**config.mk**
```make
export PLATFORM = sky130hd
export DESIGN_NAME = row_pair_bit_interleaver
export DESIGN_NICKNAME = d
export VERILOG_FILES = /design/src/rpbi_pkg.sv /design/src/row_pair_bit_interleaver.sv /design/src/rpbi_line_store.sv /design/src/rpbi_ctrl.sv /design/src/rpbi_out.sv
export SDC_FILE = /design/constraint.sdc
export NUM_CORES = 1
export LEC_CHECK = 0
export BUFFER_PORTS_ARGS = -buffer_cell sky130_fd_sc_hd__buf_2
export CELL_PAD_IN_SITES_DETAIL_PLACEMENT = 0
export CELL_PAD_IN_SITES_GLOBAL_PLACEMENT = 1
export CORE_MARGIN = 8
export CORE_UTILIZATION = 35
export DETAILED_ROUTE_END_ITERATION = 8
export GPL_TIMING_DRIVEN = 0
export MAX_ROUTING_LAYER = met4
export PLACE_DENSITY = 0.53
export SKIP_LAST_GASP = 1
export SLEW_MARGIN = 40
export SYNTH_ARGS = -nofsm -noshare
export SYNTH_HDL_FRONTEND = slang
export SYNTH_SLANG_ARGS = --single-unit
```
**constraint.sdc**
```tcl
create_clock -name clk -period 6.3 [get_ports clk]
set_input_delay 1.26 -clock clk [delete_from_list [all_inputs] [get_ports clk]]
set_output_delay 1.26 -clock clk [all_outputs]
set_load 0.05 [all_outputs]
```
**src/rpbi_pkg.sv**
```systemverilog
// ----------------------------------------------------------------------------
// rpbi_pkg
// shared widths, types and the bit merge function of the row pair interleaver
// ----------------------------------------------------------------------------
`default_nettype none

package rpbi_pkg;

	localparam int unsigned BYTE_W = 8;
	localparam int unsigned CFG_W  = 7;
	localparam int unsigned CNT_W  = 9;

	typedef struct packed {
		logic wr_en;
		logic rd_en;
	} ls_ctl_t;

	// t/b nibble into one byte: t0 b0 t1 b1 t2 b2 t3 b3 from bit 7 down
	function automatic logic [BYTE_W-1:0] merge_nib(input logic [3:0] t, input logic [3:0] b);
		logic [BYTE_W-1:0] r;
		r = '0;
		for (int k = 0; k < 4; k++) begin
			r[7-2*k] = t[k];
			r[6-2*k] = b[k];
		end
		return r;
	endfunction

endpackage

`default_nettype wire

```
**src/row_pair_bit_interleaver.sv**
```systemverilog
// ----------------------------------------------------------------------------
// row_pair_bit_interleaver
// repacks 1 bpp raster bytes into vertically paired pixel bytes
//
// channel   dir  handshake                      payload
// s_axis    in   s_axis_tvalid / s_axis_tready  tdata pixel_byte, tuser start_of_window
// m_axis    out  m_axis_tvalid / m_axis_tready  tdata out_byte, tlast last_of_pair
// cfg       in   cfg_wr_en                      cfg_wr_data row_bytes
//
// even-row words are written to the line store
// odd-row words read the line store and leave two output words, one per cycle
// while m_axis_tready is high, so an odd-row word waits until the pair ahead has gone
// one input stage register and one result register decouple the two sides
// reset clears counters, row parity and valid flags; line store is not cleared
// ----------------------------------------------------------------------------
`default_nettype none

module row_pair_bit_interleaver
	import rpbi_pkg::*;
#(
	parameter int unsigned MAX_ROW_BYTES = 64
) (
	input  wire logic              clk,
	input  wire logic              arst_n,
	input  wire logic              cfg_wr_en,
	input  wire logic [CFG_W-1:0]  cfg_wr_data,    // [6:0] row_bytes
	input  wire logic              s_axis_tvalid,
	output logic                   s_axis_tready,
	input  wire logic [BYTE_W-1:0] s_axis_tdata,   // [7:0] pixel_byte
	input  wire logic              s_axis_tuser,   // [0] start_of_window
	output logic                   m_axis_tvalid,
	input  wire logic              m_axis_tready,
	output logic      [BYTE_W-1:0] m_axis_tdata,   // [7:0] out_byte
	output logic                   m_axis_tlast
);

	localparam int unsigned AW = $clog2(MAX_ROW_BYTES);

	ls_ctl_t           ctl;
	logic [AW-1:0]     addr;
	logic [BYTE_W-1:0] top;
	logic              accept;
	logic              take;
	logic              adv;
	logic              load;

	logic              valid_s1;
	logic              odd_s1;
	logic [BYTE_W-1:0] bot_s1;

	assign adv           = valid_s1 & (~odd_s1 | take);
	assign s_axis_tready = ~valid_s1 | adv;
	assign accept        = s_axis_tvalid & s_axis_tready;
	assign load          = valid_s1 & odd_s1;

	rpbi_ctrl #(
		.MAX_ROW_BYTES(MAX_ROW_BYTES),
		.AW(AW)
	) u_ctrl (
		.clk(clk),
		.arst_n(arst_n),
		.cfg_wr_en(cfg_wr_en),
		.cfg_wr_data(cfg_wr_data),
		.accept(accept),
		.start(s_axis_tuser),
		.ctl(ctl),
		.addr(addr)
	);

	rpbi_line_store #(
		.DEPTH(MAX_ROW_BYTES),
		.AW(AW)
	) u_store (
		.clk(clk),
		.ctl(ctl),
		.addr(addr),
		.wr_data(s_axis_tdata),
		.rd_data_q(top)
	);

	always_ff @(posedge clk) begin
		if (accept) begin
			bot_s1 <= s_axis_tdata;
			odd_s1 <= ctl.rd_en;
		end
	end

	always_ff @(posedge clk or negedge arst_n) begin
		if (!arst_n) begin
			valid_s1 <= 1'b0;
		end else if (accept) begin
			valid_s1 <= 1'b1;
		end else if (adv) begin
			valid_s1 <= 1'b0;
		end
	end

	rpbi_out u_out (
		.clk(clk),
		.arst_n(arst_n),
		.load(load),
		.top(top),
		.bot(bot_s1),
		.take(take),
		.m_axis_tvalid(m_axis_tvalid),
		.m_axis_tready(m_axis_tready),
		.m_axis_tdata(m_axis_tdata),
		.m_axis_tlast(m_axis_tlast)
	);

endmodule

`default_nettype wire

```
**src/rpbi_line_store.sv**
```systemverilog
// ----------------------------------------------------------------------------
// rpbi_line_store
// single-port line memory holding the top row of a pair, registered read
// ----------------------------------------------------------------------------
`default_nettype none

module rpbi_line_store
	import rpbi_pkg::*;
#(
	parameter int unsigned DEPTH = 64,
	parameter int unsigned AW    = 6
) (
	input  wire logic              clk,
	input  wire ls_ctl_t           ctl,
	input  wire logic [AW-1:0]     addr,
	input  wire logic [BYTE_W-1:0] wr_data,
	output logic      [BYTE_W-1:0] rd_data_q
);

	logic [BYTE_W-1:0] mem [DEPTH];

	always_ff @(posedge clk) begin
		if (ctl.wr_en) begin
			mem[addr] <= wr_data;
		end
	end

	always_ff @(posedge clk) begin
		if (ctl.rd_en) begin
			rd_data_q <= mem[addr];
		end
	end

endmodule

`default_nettype wire

```
**src/rpbi_ctrl.sv**
```systemverilog
// ----------------------------------------------------------------------------
// rpbi_ctrl
// row length register, column counter and row parity, line store access
// ----------------------------------------------------------------------------
`default_nettype none

module rpbi_ctrl
	import rpbi_pkg::*;
#(
	parameter int unsigned MAX_ROW_BYTES = 64,
	parameter int unsigned AW            = 6
) (
	input  wire logic             clk,
	input  wire logic             arst_n,
	input  wire logic             cfg_wr_en,
	input  wire logic [CFG_W-1:0] cfg_wr_data,
	input  wire logic             accept,
	input  wire logic             start,
	output ls_ctl_t               ctl,
	output logic      [AW-1:0]    addr
);

	localparam logic [CNT_W-1:0] MAX_LEN = CNT_W'(MAX_ROW_BYTES);

	logic [CFG_W-1:0] row_bytes_q;
	logic [AW-1:0]    col_q;
	logic             odd_q;

	logic [CNT_W-1:0] len;
	logic [CNT_W-1:0] rb_ext;
	logic [AW-1:0]    col0;
	logic             odd0;
	logic [AW-1:0]    col1;
	logic             odd1;
	logic [CNT_W-1:0] col_nxt;
	logic [AW-1:0]    col_d;
	logic             odd_d;

	always_comb begin
		rb_ext = CNT_W'(row_bytes_q);
		if (rb_ext == '0) begin
			len = CNT_W'(1);
		end else if (rb_ext > MAX_LEN) begin
			len = MAX_LEN;
		end else begin
			len = rb_ext;
		end

		col0 = start ? '0 : col_q;
		odd0 = start ? 1'b0 : odd_q;

		// row ends early when the length shrank under the counter
		if (CNT_W'(col0) >= len) begin
			col1 = '0;
			odd1 = ~odd0;
		end else begin
			col1 = col0;
			odd1 = odd0;
		end

		col_nxt = CNT_W'(col1) + CNT_W'(1);
		if (col_nxt >= len) begin
			col_d = '0;
			odd_d = ~odd1;
		end else begin
			col_d = col_nxt[AW-1:0];
			odd_d = odd1;
		end

		addr      = col1;
		ctl.wr_en = accept & ~odd1;
		ctl.rd_en = accept & odd1;
	end

	always_ff @(posedge clk or negedge arst_n) begin
		if (!arst_n) begin
			row_bytes_q <= CFG_W'(1);
		end else if (cfg_wr_en) begin
			row_bytes_q <= cfg_wr_data;
		end
	end

	always_ff @(posedge clk or negedge arst_n) begin
		if (!arst_n) begin
			col_q <= '0;
			odd_q <= 1'b0;
		end else if (accept) begin
			col_q <= col_d;
			odd_q <= odd_d;
		end
	end

endmodule

`default_nettype wire

```
**src/rpbi_out.sv**
```systemverilog
// ----------------------------------------------------------------------------
// rpbi_out
// bit merge and result register, sends the two bytes of a pair in turn
// ----------------------------------------------------------------------------
`default_nettype none

module rpbi_out
	import rpbi_pkg::*;
(
	input  wire logic              clk,
	input  wire logic              arst_n,
	input  wire logic              load,
	input  wire logic [BYTE_W-1:0] top,
	input  wire logic [BYTE_W-1:0] bot,
	output logic                   take,
	output logic                   m_axis_tvalid,
	input  wire logic              m_axis_tready,
	output logic      [BYTE_W-1:0] m_axis_tdata,
	output logic                   m_axis_tlast
);

	logic [2*BYTE_W-1:0] pair_q;
	logic                phase_q;
	logic                valid_q;

	assign take          = ~valid_q | (phase_q & m_axis_tready);
	assign m_axis_tvalid = valid_q;
	assign m_axis_tlast  = phase_q;
	assign m_axis_tdata  = phase_q ? pair_q[2*BYTE_W-1:BYTE_W] : pair_q[BYTE_W-1:0];

	always_ff @(posedge clk) begin
		if (load && take) begin
			pair_q <= {merge_nib(top[7:4], bot[7:4]), merge_nib(top[3:0], bot[3:0])};
		end
	end

	always_ff @(posedge clk or negedge arst_n) begin
		if (!arst_n) begin
			valid_q <= 1'b0;
			phase_q <= 1'b0;
		end else if (load && take) begin
			valid_q <= 1'b1;
			phase_q <= 1'b0;
		end else if (valid_q && m_axis_tready) begin
			if (phase_q) begin
				valid_q <= 1'b0;
				phase_q <= 1'b0;
			end else begin
				phase_q <= 1'b1;
			end
		end
	end

endmodule

`default_nettype wire

```
# Yosys cells after proc, flatten, opt, wreduce, memory -nomap -nowiden
# Memory sizes are Yosys's and may differ from the RTL's. A register that Yosys moved wholly into a read port is not among the register bits.
# Cells that the tools add are included.
# word_totals
elab_cells,54
ram_bits,512
ff_bits,42
n_memories,1
out_inout_bits,11
# op_classes
reduce_logical,7
n_mux,19
magnitude_cmp,3
addsub,1
n_bitwise,14
# memory_table
name,depth,word_bits,read_ports,rd_ports_with_merged_regs,write_ports,line,text
u_store.mem,64,8,1,1,1,rpbi_line_store.sv:20,logic [BYTE_W-1:0] mem [DEPTH];
# op_table
op,count
$mux W6,3
$mux W7,2
$mux W1,13
$ge A9 B7 Y1,1
$mux W8,1
$add A6 B1 Y7 const B,1
$ge A6 B7 Y1,1
$gt A7 B7 Y1 const B,1
$logic_not A7 Y1,1
$and A1 B1 Y1,6
$reduce_bool A2 Y1,3
$not A1 Y1,5
$or A1 B1 Y1,3
$logic_and A1 B1 Y1,2
$reduce_and A2 Y1,1

# Longest topological paths before layout
# Gate-level depths: netlist (run 1).
# logic_depth
word_depth,9
depth_mapped,23
depth_no_buf,19

# Modules after synthesis
# Synthesis (run 1) repeated with hierarchy kept, for this count alone.
# unflattened
cells_unflattened,1348
area_unflattened_um2,22768.1
# by_module_without_submodules
mod,area_each_um2,n_inst,cells_per_inst
rpbi_line_store,20529.7,1,1171
rpbi_ctrl,1182.4,1,129
rpbi_out,718.2,1,34
row_pair_bit_interleaver,337.8,1,14

# Least setup slack after synthesis (run 1)
# OpenSTA, ideal clock, no wires.
# synth_timing
path_kind,in2reg
startpoint,input port s_axis_tuser
endpoint,register u_ctrl.col_q[5]
required_ns,6.217
t_arrival_ns,5.281
path_stages,21
n_path_buf,5
path_slack_ns,0.936
path_cell_list,nand2b_1 > clkbuf_1 > ha_1 > nand2b_1 > a211oi_2 > o21ai_2 > buf_2 > buf_2 > buf_2 > buf_1 > nor3b_1 > ha_1 > nand3_1 > xor2_1 > nor3_1 > ha_1 > a21o_1 > a21oi_1 > o21ai_0 > or4_1 > o21ai_0
# synth_between
elab_chain_len,6
# synth_rtl
element,line,text
from (decl),row_pair_bit_interleaver.sv:30,"input wire logic s_axis_tuser,"
$mux W6 (*),rpbi_ctrl.sv:49,col0 = start ? '0 : col_q;
$ge A6 B7 Y1,rpbi_ctrl.sv:53,if (CNT_W'(col0) >= len) begin
$mux W6 (*),rpbi_ctrl.sv:53,
$add A6 B1 Y7 (*),rpbi_ctrl.sv:61,col_nxt = CNT_W'(col1) + CNT_W'(1);
$ge A9 B7 Y1,rpbi_ctrl.sv:62,if (col_nxt >= len) begin
$mux W6 (*),rpbi_ctrl.sv:62,
to (signal assigned),rpbi_ctrl.sv:88,col_q <= col_d;
to (decl),rpbi_ctrl.sv:26,logic [AW-1:0] col_q;
# Every way passes the cells marked *; elsewhere a longest branch is shown, timed or not.
# A chain may end at the register's enable or synchronous reset.

# Worst setup path after layout (run 1)
# layout_timing
startpoint,input port s_axis_tuser
endpoint,memory u_store.mem[8][4] (enable)
# layout_between
elab_chain_len,7
# layout_rtl
element,line,text
$mux W6 or $mux W1 (tied branches),"rpbi_ctrl.sv:49, rpbi_ctrl.sv:50",
$ge A6 B7 Y1 or $not A1 Y1 (tied branches),"rpbi_ctrl.sv:53, rpbi_ctrl.sv:55",
$mux W1,rpbi_ctrl.sv:53,
$not A1 Y1,rpbi_ctrl.sv:71,ctl.wr_en = accept & ~odd1;
$and A1 B1 Y1,rpbi_ctrl.sv:71,
$mux W1,rpbi_line_store.sv:23,if (ctl.wr_en) begin
$mux W1 (not written as such),rpbi_line_store.sv:24,mem[addr] <= wr_data;
to (decl),rpbi_line_store.sv:20,
# Several ways; a longest one is shown, not always the timed one.

==> results of run 1 <==
==> what timing repair did <==
| action | 4_1_cts | 5_1_grt |
|---|---|---|
| gates resized for setup | 4 | 1 |
| buffers inserted | 0 | 0 |
| endpoints found under the setup margin | 6 | 2 |
==> synth_stat cells, types with 14 or more instances <==
cell        n
o21ai_0    15
a22oi_1   121
dfrtp_1    16
a221oi_1   51
nor2_1     91
a21oi_1    78
clkbuf_1   40
edfxtp_1  545
ha_1       14
buf_2      24
a222oi_1   15
nand2_1    49
mux2_2     19
a221o_1    21
==> layer usage <==
metal | vias to the layer above | wire length (um)
met5 | - | 0
met4 | 0 | 2528
met3 | 115 | 5616
met2 | 558 | 32210
met1 | 6647 | 31930
li1 | 5417 | -
==> power groups by stage <==
stage               logic, mW  registers [mW]  clock network (mW)
floorplan               0.739            4.32                   0
global placement         1.46            4.31                   0
detailed placement       1.48            4.31                   0
CTS                      1.48            4.23                3.43
global route             1.58            4.23                3.55
finish                   1.51            4.23                3.39
==> worst max-delay path by stage <==
stage,to
after floorplan,u_ctrl.col_q[5]
after global placement,u_ctrl.odd_q
after detailed placement,u_ctrl.col_q[5]
after CTS,u_ctrl.col_q[5]
after global routing,u_ctrl.col_q[5]
final,u_store.mem[8][4]
==> layout make-up <==
type                    instances  area, um2  area share, %
plain buffers                  82      424.2          1.725
well taps                     782      978.4          3.979
flip-flops and latches        562      16790          68.30
multi-input cells             626       4357          17.72
clock inverters                30      294.0          1.196
diodes                          1      2.502        0.01018
inverters                       4      17.52        0.07124
repair buffers                 35      203.9         0.8295
clock buffers                  70       1518          6.173
==> cell families after synthesis <==
group	synth area share [%]
and+or+nand+nor	4.506
DFF	78.33
AOI/OAI and AO/OA	12.69
buffers and inverters	1.955
muxes	1.465
adders and majority gates	0.8171
xor gates and xnor gates	0.2452
==> worst register-to-register path, cell delays in order, from the launching register on <==
cell and delay [ns]:
dfrtp_1 0.47, buf_2 0.41, clkbuf_1 0.52, nor2b_1 0.22, ha_1 0.25, a211oi_2 0.25, o21a_1 0.38, and3_1 0.21
clkbuf_1 0.43, buf_2 0.42, buf_2 0.37, buf_2 0.43, xor2_1 0.28, ha_1 0.27, a21oi_1 0.18, o21ai_1 0.22
or4_1 0.44, o21ai_0 0.14
==> state kept, by name, summed over array words and instances (netlist names), 6 cells and up <==
signal,cells
u_store.mem,512
u_out.pair_q,16
bot_s1,8
u_store.rd_data_q,8
u_ctrl.row_bytes_q,7
u_ctrl.col_q,6
==> stage by stage <==
stage | std cells | total power [mW] | area [um2] | setup WS, ns
5_1_grt | 2192 | 9.363 | 24590 | 0.01658
2_1_floorplan | 1275 | 5.054 | 21440 | 0.9361
3_5_place_dp | 2089 | 5.783 | 22720 | -1.159
4_1_cts | 2189 | 9.137 | 24540 | 0.1127
3_3_place_gp | 2087 | 5.764 | 22570 | -1.639
6_report | 2192 | 9.122 | 24590 | 0.1211
==> impl_results.md, run 1 <==
- Clock power frac: 37.1%
- Cts hold-fix bufs: 0
- Share of power burned in registers: 46.3%
- Commonest non-fill, non-tap cell in the layout: edfxtp_1
- Via count: 12737
- Fin. Hold Viols: 0
- DRC: 0
- First-pass GRT wire length: 100.3 mm
- Average cell area after synthesis: 16.82 um2
- Switching share of power: 28.69%
- Top cells by area, synth: edfxtp_1 76%, a22oi_1 4.2%, a221oi_1 2.1%, dfrtp_1 1.9%, a21oi_1 1.8%
- Worst R2R Start: u_ctrl.col_q[1]
- Crit-path max FO: 10
- Worst rel slew slack: 35.49%
- Min cycle time layout: 6.179 ns
- CP max stage cell: nor2_1
- Slew @ Worst Pin: 0.9677 ns
- Comb power frac: 16.5%
- Reg2reg setup slack: 0.33 ns
- Critical Setup Path Class: in2reg
- Fillers: 5461
- Synthesized netlist cell count: 1275
- Outcome: finished clean
- Critical path's top delay family: buffers and inverters
- Gr usage total: 20.97%
- Worst min-delay path class: reg2reg
- Setup violators final: 0
- # rows: 90
- Ys async rst share: 3.025%
- Crit. path cell count: 14
- MaxCap Viol Count: 0
- Finished Core Util: 40.66%
- Slew Limit Fails: 0
- Max Clock Skew: 0.01391 ns
- Post-Syn Area: 21440 um2
- Power per Cell Area: 371.0 nW/um2
- Worst r2r path cells: 17
- Die W: 263.5 um
- Die height: 263.5 um
- Largest net degree at the start of global routing: 66
- CP cell instances: buf_2, nand2b_1, inv_1, ha_1, and4b_1, o21ai_1, o21ai_2, or2_1, buf_4, buf_2, buf_2, buf_1, nand2_1, nor2_1
- Initial antenna violation count: 2
- Vias in the first global route: 12545
- Area delta synth->final: 14.68%
- GPL Wtd Cong: 0.8730
- Setup crit start kind: primary input
- Setup crit start: s_axis_tuser
- H-Tree Depth: 2
- Post-DP HPWL: 47.95 mm
- EDFF count, synth: 545
- Most Crowded Layer GR: met2
- Clk sink count: 562
- Num CTS Buffers: 58
- Worst-skew pair later-pin latency: 0.63 ns
- Synth warn: 0
- # nets final: 1404
- Yosys top cell area share: 76.33%
- Clk buf depth: 3
- Vias/cell: 5.811
- Crit path DAT: 6.43 ns
- Worst-path clk slew: 0.06 ns
- TritonCTS clock tree: yes
- Worst Path Buf+Inv: 6
- Io pins: 32
- Worst VDD drop: 0.2128 mV
- Ys flop type: edfxtp_1
- CP Capture Type: flip-flop
- GR Util met1: 28.22%
- Yosys top cell by area: edfxtp_1
- Synth cell types: 62
- Most frequent cells in the layout: 545 x edfxtp_1, 121 x a22oi_1, 78 x a21oi_1, 59 x clkbuf_16
- Antenna viol nets, final: 0
- Internal Power: 6.504 mW
- RSZ-0062 raised after global routing: no
- Largest stage delay, worst path: 0.82 ns
- Mapped Nets: 1310
- WP data required: 6.55 ns
- Share of cells above drive strength 1: 17.67%
- Final period utilization: 98.08%
- Setup TNS: 0 ns
- Wirelength, routed: 72.28 mm
- Reg-to-Reg End: u_ctrl.col_q[5]
- Seq/Total Area, Yosys: 78.33%
- Pleak: 7.669 nW
- P_sw: 2.617 mW
- Core area: 60470 um2
- Hold slack: 0.4199 ns
- Starting DRT DRC Count: 1595
- Pre-Repair DR Iteration Count: 5
- Met3 Use GR: 4.997%
- Drt wl/cell: 32.97 um
- Flops & latches, synth: 562
- Hold Startpoint: u_store.rd_data_q[2]
- Worst Hold Depth: 0
- Root buf cell: clkbuf_16
- Hold Path End: u_out.pair_q[3]
- Fmax: 0.1618 GHz
- Die area: 69430 um2
- Grt met2 use: 30.89%
- I/O Buffers: 30
- Overflow after GRT: 0
- CP most frequent cell: buf_2
- Initial Util: 35.45%
Power figures use the tool's default switching activity.
==> run 2, diff against run 1 <==
--- a/config.mk
+++ b/config.mk
@@ -5,12 +5,12 @@
 export SDC_FILE = /design/constraint.sdc
 export NUM_CORES = 1
 export LEC_CHECK = 0
-export BUFFER_PORTS_ARGS = -buffer_cell sky130_fd_sc_hd__buf_2
 export CELL_PAD_IN_SITES_DETAIL_PLACEMENT = 0
 export CELL_PAD_IN_SITES_GLOBAL_PLACEMENT = 1
 export CORE_MARGIN = 8
 export CORE_UTILIZATION = 35
 export DETAILED_ROUTE_END_ITERATION = 8
+export DONT_BUFFER_PORTS = 1
 export GPL_TIMING_DRIVEN = 0
 export MAX_ROUTING_LAYER = met4
 export PLACE_DENSITY = 0.53
==> impl_results.md, run 2 (synthesis results as in run 1) <==
- DRC: 0 (unchanged)
- Hold slack: 0.3225 ns (was 0.4199 ns)
- Setup violators final: 0 (unchanged)
- Via count: 12737 (unchanged)
- GPL Wtd Cong: 0.8817 (was 0.8730)
- Worst Path Buf+Inv: 5 (was 6)
- Post-DP HPWL: 47.77 mm (was 47.95 mm)
- # rows: 90 (unchanged)
- Pleak: 7.687 nW (was 7.669 nW)
- Comb power frac: 14.7% (was 16.5%)
- MaxCap Viol Count: 0 (unchanged)
- H-Tree Depth: 2 (unchanged)
- Dpl cells: 2060 (was 2089)
- Clock power frac: 40.5% (was 37.1%)
- Critical Setup Path Class: reg2reg (was in2reg)
- Setup crit start kind: flip-flop (was primary input)
- Post-Layout Cell Count: 2174 (was 2192)
- WP data required: 6.56 ns (was 6.55 ns)
- Gr usage total: 21.03% (was 20.97%)
- Placed cell areas: 22570 um2 (was 22720 um2)
- Wirelength, routed: 72.37 mm (was 72.28 mm)
- CP cell instances: buf_4, nand2b_1, clkbuf_2, ha_1, nand2b_1, a211oi_2, o21a_1, and2_1, clkbuf_1, clkbuf_2, buf_1, nand2_1, nor2_2 (was buf_2, nand2b_1, inv_1, ha_1, and4b_1, o21ai_1, o21ai_2, or2_1, buf_4, buf_2, buf_2, buf_1, nand2_1, nor2_1)
- Cts repair resizes: 3 (was 4)
- Final period utilization: 95.90% (was 98.08%)
- Worst VDD drop: 0.2369 mV (was 0.2128 mV)
- Clk buf depth: 3 (unchanged)
- CP max stage cell: buf_1 (was nor2_1)
- Reg2reg setup slack: 0.26 ns (was 0.33 ns)
- Setup crit start: u_ctrl.col_q[0] (was s_axis_tuser)
- Overflow after GRT: 0 (unchanged)
- Min cycle time layout: 6.042 ns (was 6.179 ns)
- Worst min-delay path class: in2async (was reg2reg)
- Largest stage delay, worst path: 0.70 ns (was 0.82 ns)
- Commonest non-fill, non-tap cell in the layout: edfxtp_1 (unchanged)
- Root buf cell: clkbuf_16 (unchanged)
- Largest register FFs: 512 (unchanged)
- Cts hold-fix bufs: 0 (unchanged)
- Io pins: 32 (unchanged)
- Initial Util: 35.45% (unchanged)
- Clk sink count: 562 (unchanged)
- Critical path's top delay family: buffers and inverters (unchanged)
- Fmax: 0.1655 GHz (was 0.1618 GHz)
- Regs by FF count: u_store.mem x512, u_out.pair_q x16 (unchanged)
- Worst rel slew slack: 37.52% (was 35.49%)
- Num CTS Buffers: 59 (was 58)
- Max Clock Skew: 0.01385 ns (was 0.01391 ns)
- Die area: 69430 um2 (unchanged)
- P_sw: 2.591 mW (was 2.617 mW)
- Switching share of power: 27.29% (was 28.69%)
- Worst-skew pair later-pin latency: 0.63 ns (about the same)
- Vias in the first global route: 12306 (was 12545)
- Vias/cell: 5.859 (was 5.811)
- DP Worst Slack: -0.9744 ns (was -1.159 ns)
- Core area: 60470 um2 (unchanged)
- Starting DRT DRC Count: 1600 (was 1595)
- PnR worst setup slack: 0.2583 ns (was 0.1211 ns)
- Drt wl/cell: 33.29 um (was 32.97 um)
- Outcome: finished clean (unchanged)
- Share of cells above drive strength 1: 17.25% (was 17.67%)
- Worst-path clk slew: 0.06 ns (about the same)
- Worst setup path endpoint: u_store.mem[26][6] (was u_store.mem[8][4])
- RSZ-0062 raised after global routing: no (unchanged)
- Power per Cell Area: 383.2 nW/um2 (was 371.0 nW/um2)
- Setup bufs post-CTS: 0 (unchanged)
- Initial antenna violation count: 1 (was 2)
- Fin. Hold Viols: 0 (unchanged)
- Share of power burned in registers: 44.8% (was 46.3%)
- Crit. path cell count: 13 (was 14)
- First-pass GRT wire length: 101.0 mm (was 100.3 mm)
- Most frequent cells in the layout: 545 x edfxtp_1, 121 x a22oi_1, 78 x a21oi_1, 59 x clkbuf_16, 55 x nor2_2 (was 545 x edfxtp_1, 121 x a22oi_1, 78 x a21oi_1, 59 x clkbuf_16)
- Final Instance Area: 24770 um2 (was 24590 um2)
- Slew Limit Fails: 0 (unchanged)
- Largest net degree at the start of global routing: 66 (unchanged)
- TritonCTS clock tree: yes (unchanged)
- Die height: 263.5 um (unchanged)
- # nets final: 1377 (was 1404)
- Die W: 263.5 um (unchanged)
- I/O Buffers: 0 (was 30)
- CP Capture Type: flip-flop (unchanged)
- Worst R2R Start: u_ctrl.col_q[0] (was u_ctrl.col_q[1])
- Slew @ Worst Pin: 0.9372 ns (was 0.9677 ns)
- Reg-to-Reg End: u_store.mem[26][6] (was u_ctrl.col_q[5])
- Crit-path max FO: 10 (unchanged)
- Internal Power: 6.902 mW (was 6.504 mW)
- Antenna viol nets, final: 0 (unchanged)
- Worst r2r path cells: 13 (was 17)
- Pre-Repair DR Iteration Count: 6 (was 5)
- Crit path DAT: 6.30 ns (was 6.43 ns)
- Area delta synth->final: 15.54% (was 14.68%)
- Top reg by flops: u_store.mem (unchanged)
- Finished Core Util: 40.96% (was 40.66%)
[run 2: metrics by stage]
| stage | TNS, ns | total power, mW |
|---|---|---|
| floorplan | 0 | 5.054 |
| global placement | -279.82 | 5.673 |
| detailed placement | -35.35 | 5.692 |
| CTS | 0 | 9.519 |
| global route | 0 | 9.749 |
| finish | 0 | 9.493 |
[run 2: layout make-up]
class	instances	area (um2)
Clock inverter	48	650.6
Sequential cell	562	16790
Multi-Input combinational cell	626	4372
Fill cell	5445	35700
Timing Repair Buffer	6	41.29
Buffer	83	429.2
Clock buffer	62	1488
Tap cell	782	978.4
Inverter	4	17.52
Antenna cell	1	2.502
[run 2: layer usage]
layer / part of all wire, % / track usage, % / vias up
met1: 45 / 28.89 / 6662
met2: 45 / 31.53 / 582
li1: - / - / 5380
met4: 3.1 / 6.442 / 0
met5: 0 / - / -
met3: 7.0 / 4.018 / 113
[run 2: power by group through the flow]
stage	sequential (mW)	clock [mW]	combinational [mW]
after CTS	4.25	3.90	1.37
after global routing	4.25	4.05	1.45
final	4.25	3.85	1.39
after detailed placement	4.33	0	1.36
after floorplan	4.32	0	0.739
after global placement	4.33	0	1.35
[run 2: how the worst min path moves through the flow]
| stage | startpoint | slack (ns) | endpoint |
|---|---|---|---|
| after floorplan | bot_s1[3] | 0.40 | u_out.pair_q[0] |
| after global placement | u_store.rd_data_q[4] | 0.41 | u_out.pair_q[15] |
| after detailed placement | bot_s1[6] | 0.40 | u_out.pair_q[10] |
| after CTS | arst_n | 0.28 | u_ctrl.row_bytes_q[2] |
| after global routing | arst_n | 0.29 | u_ctrl.row_bytes_q[2] |
| final | arst_n | 0.32 | u_ctrl.row_bytes_q[2] |
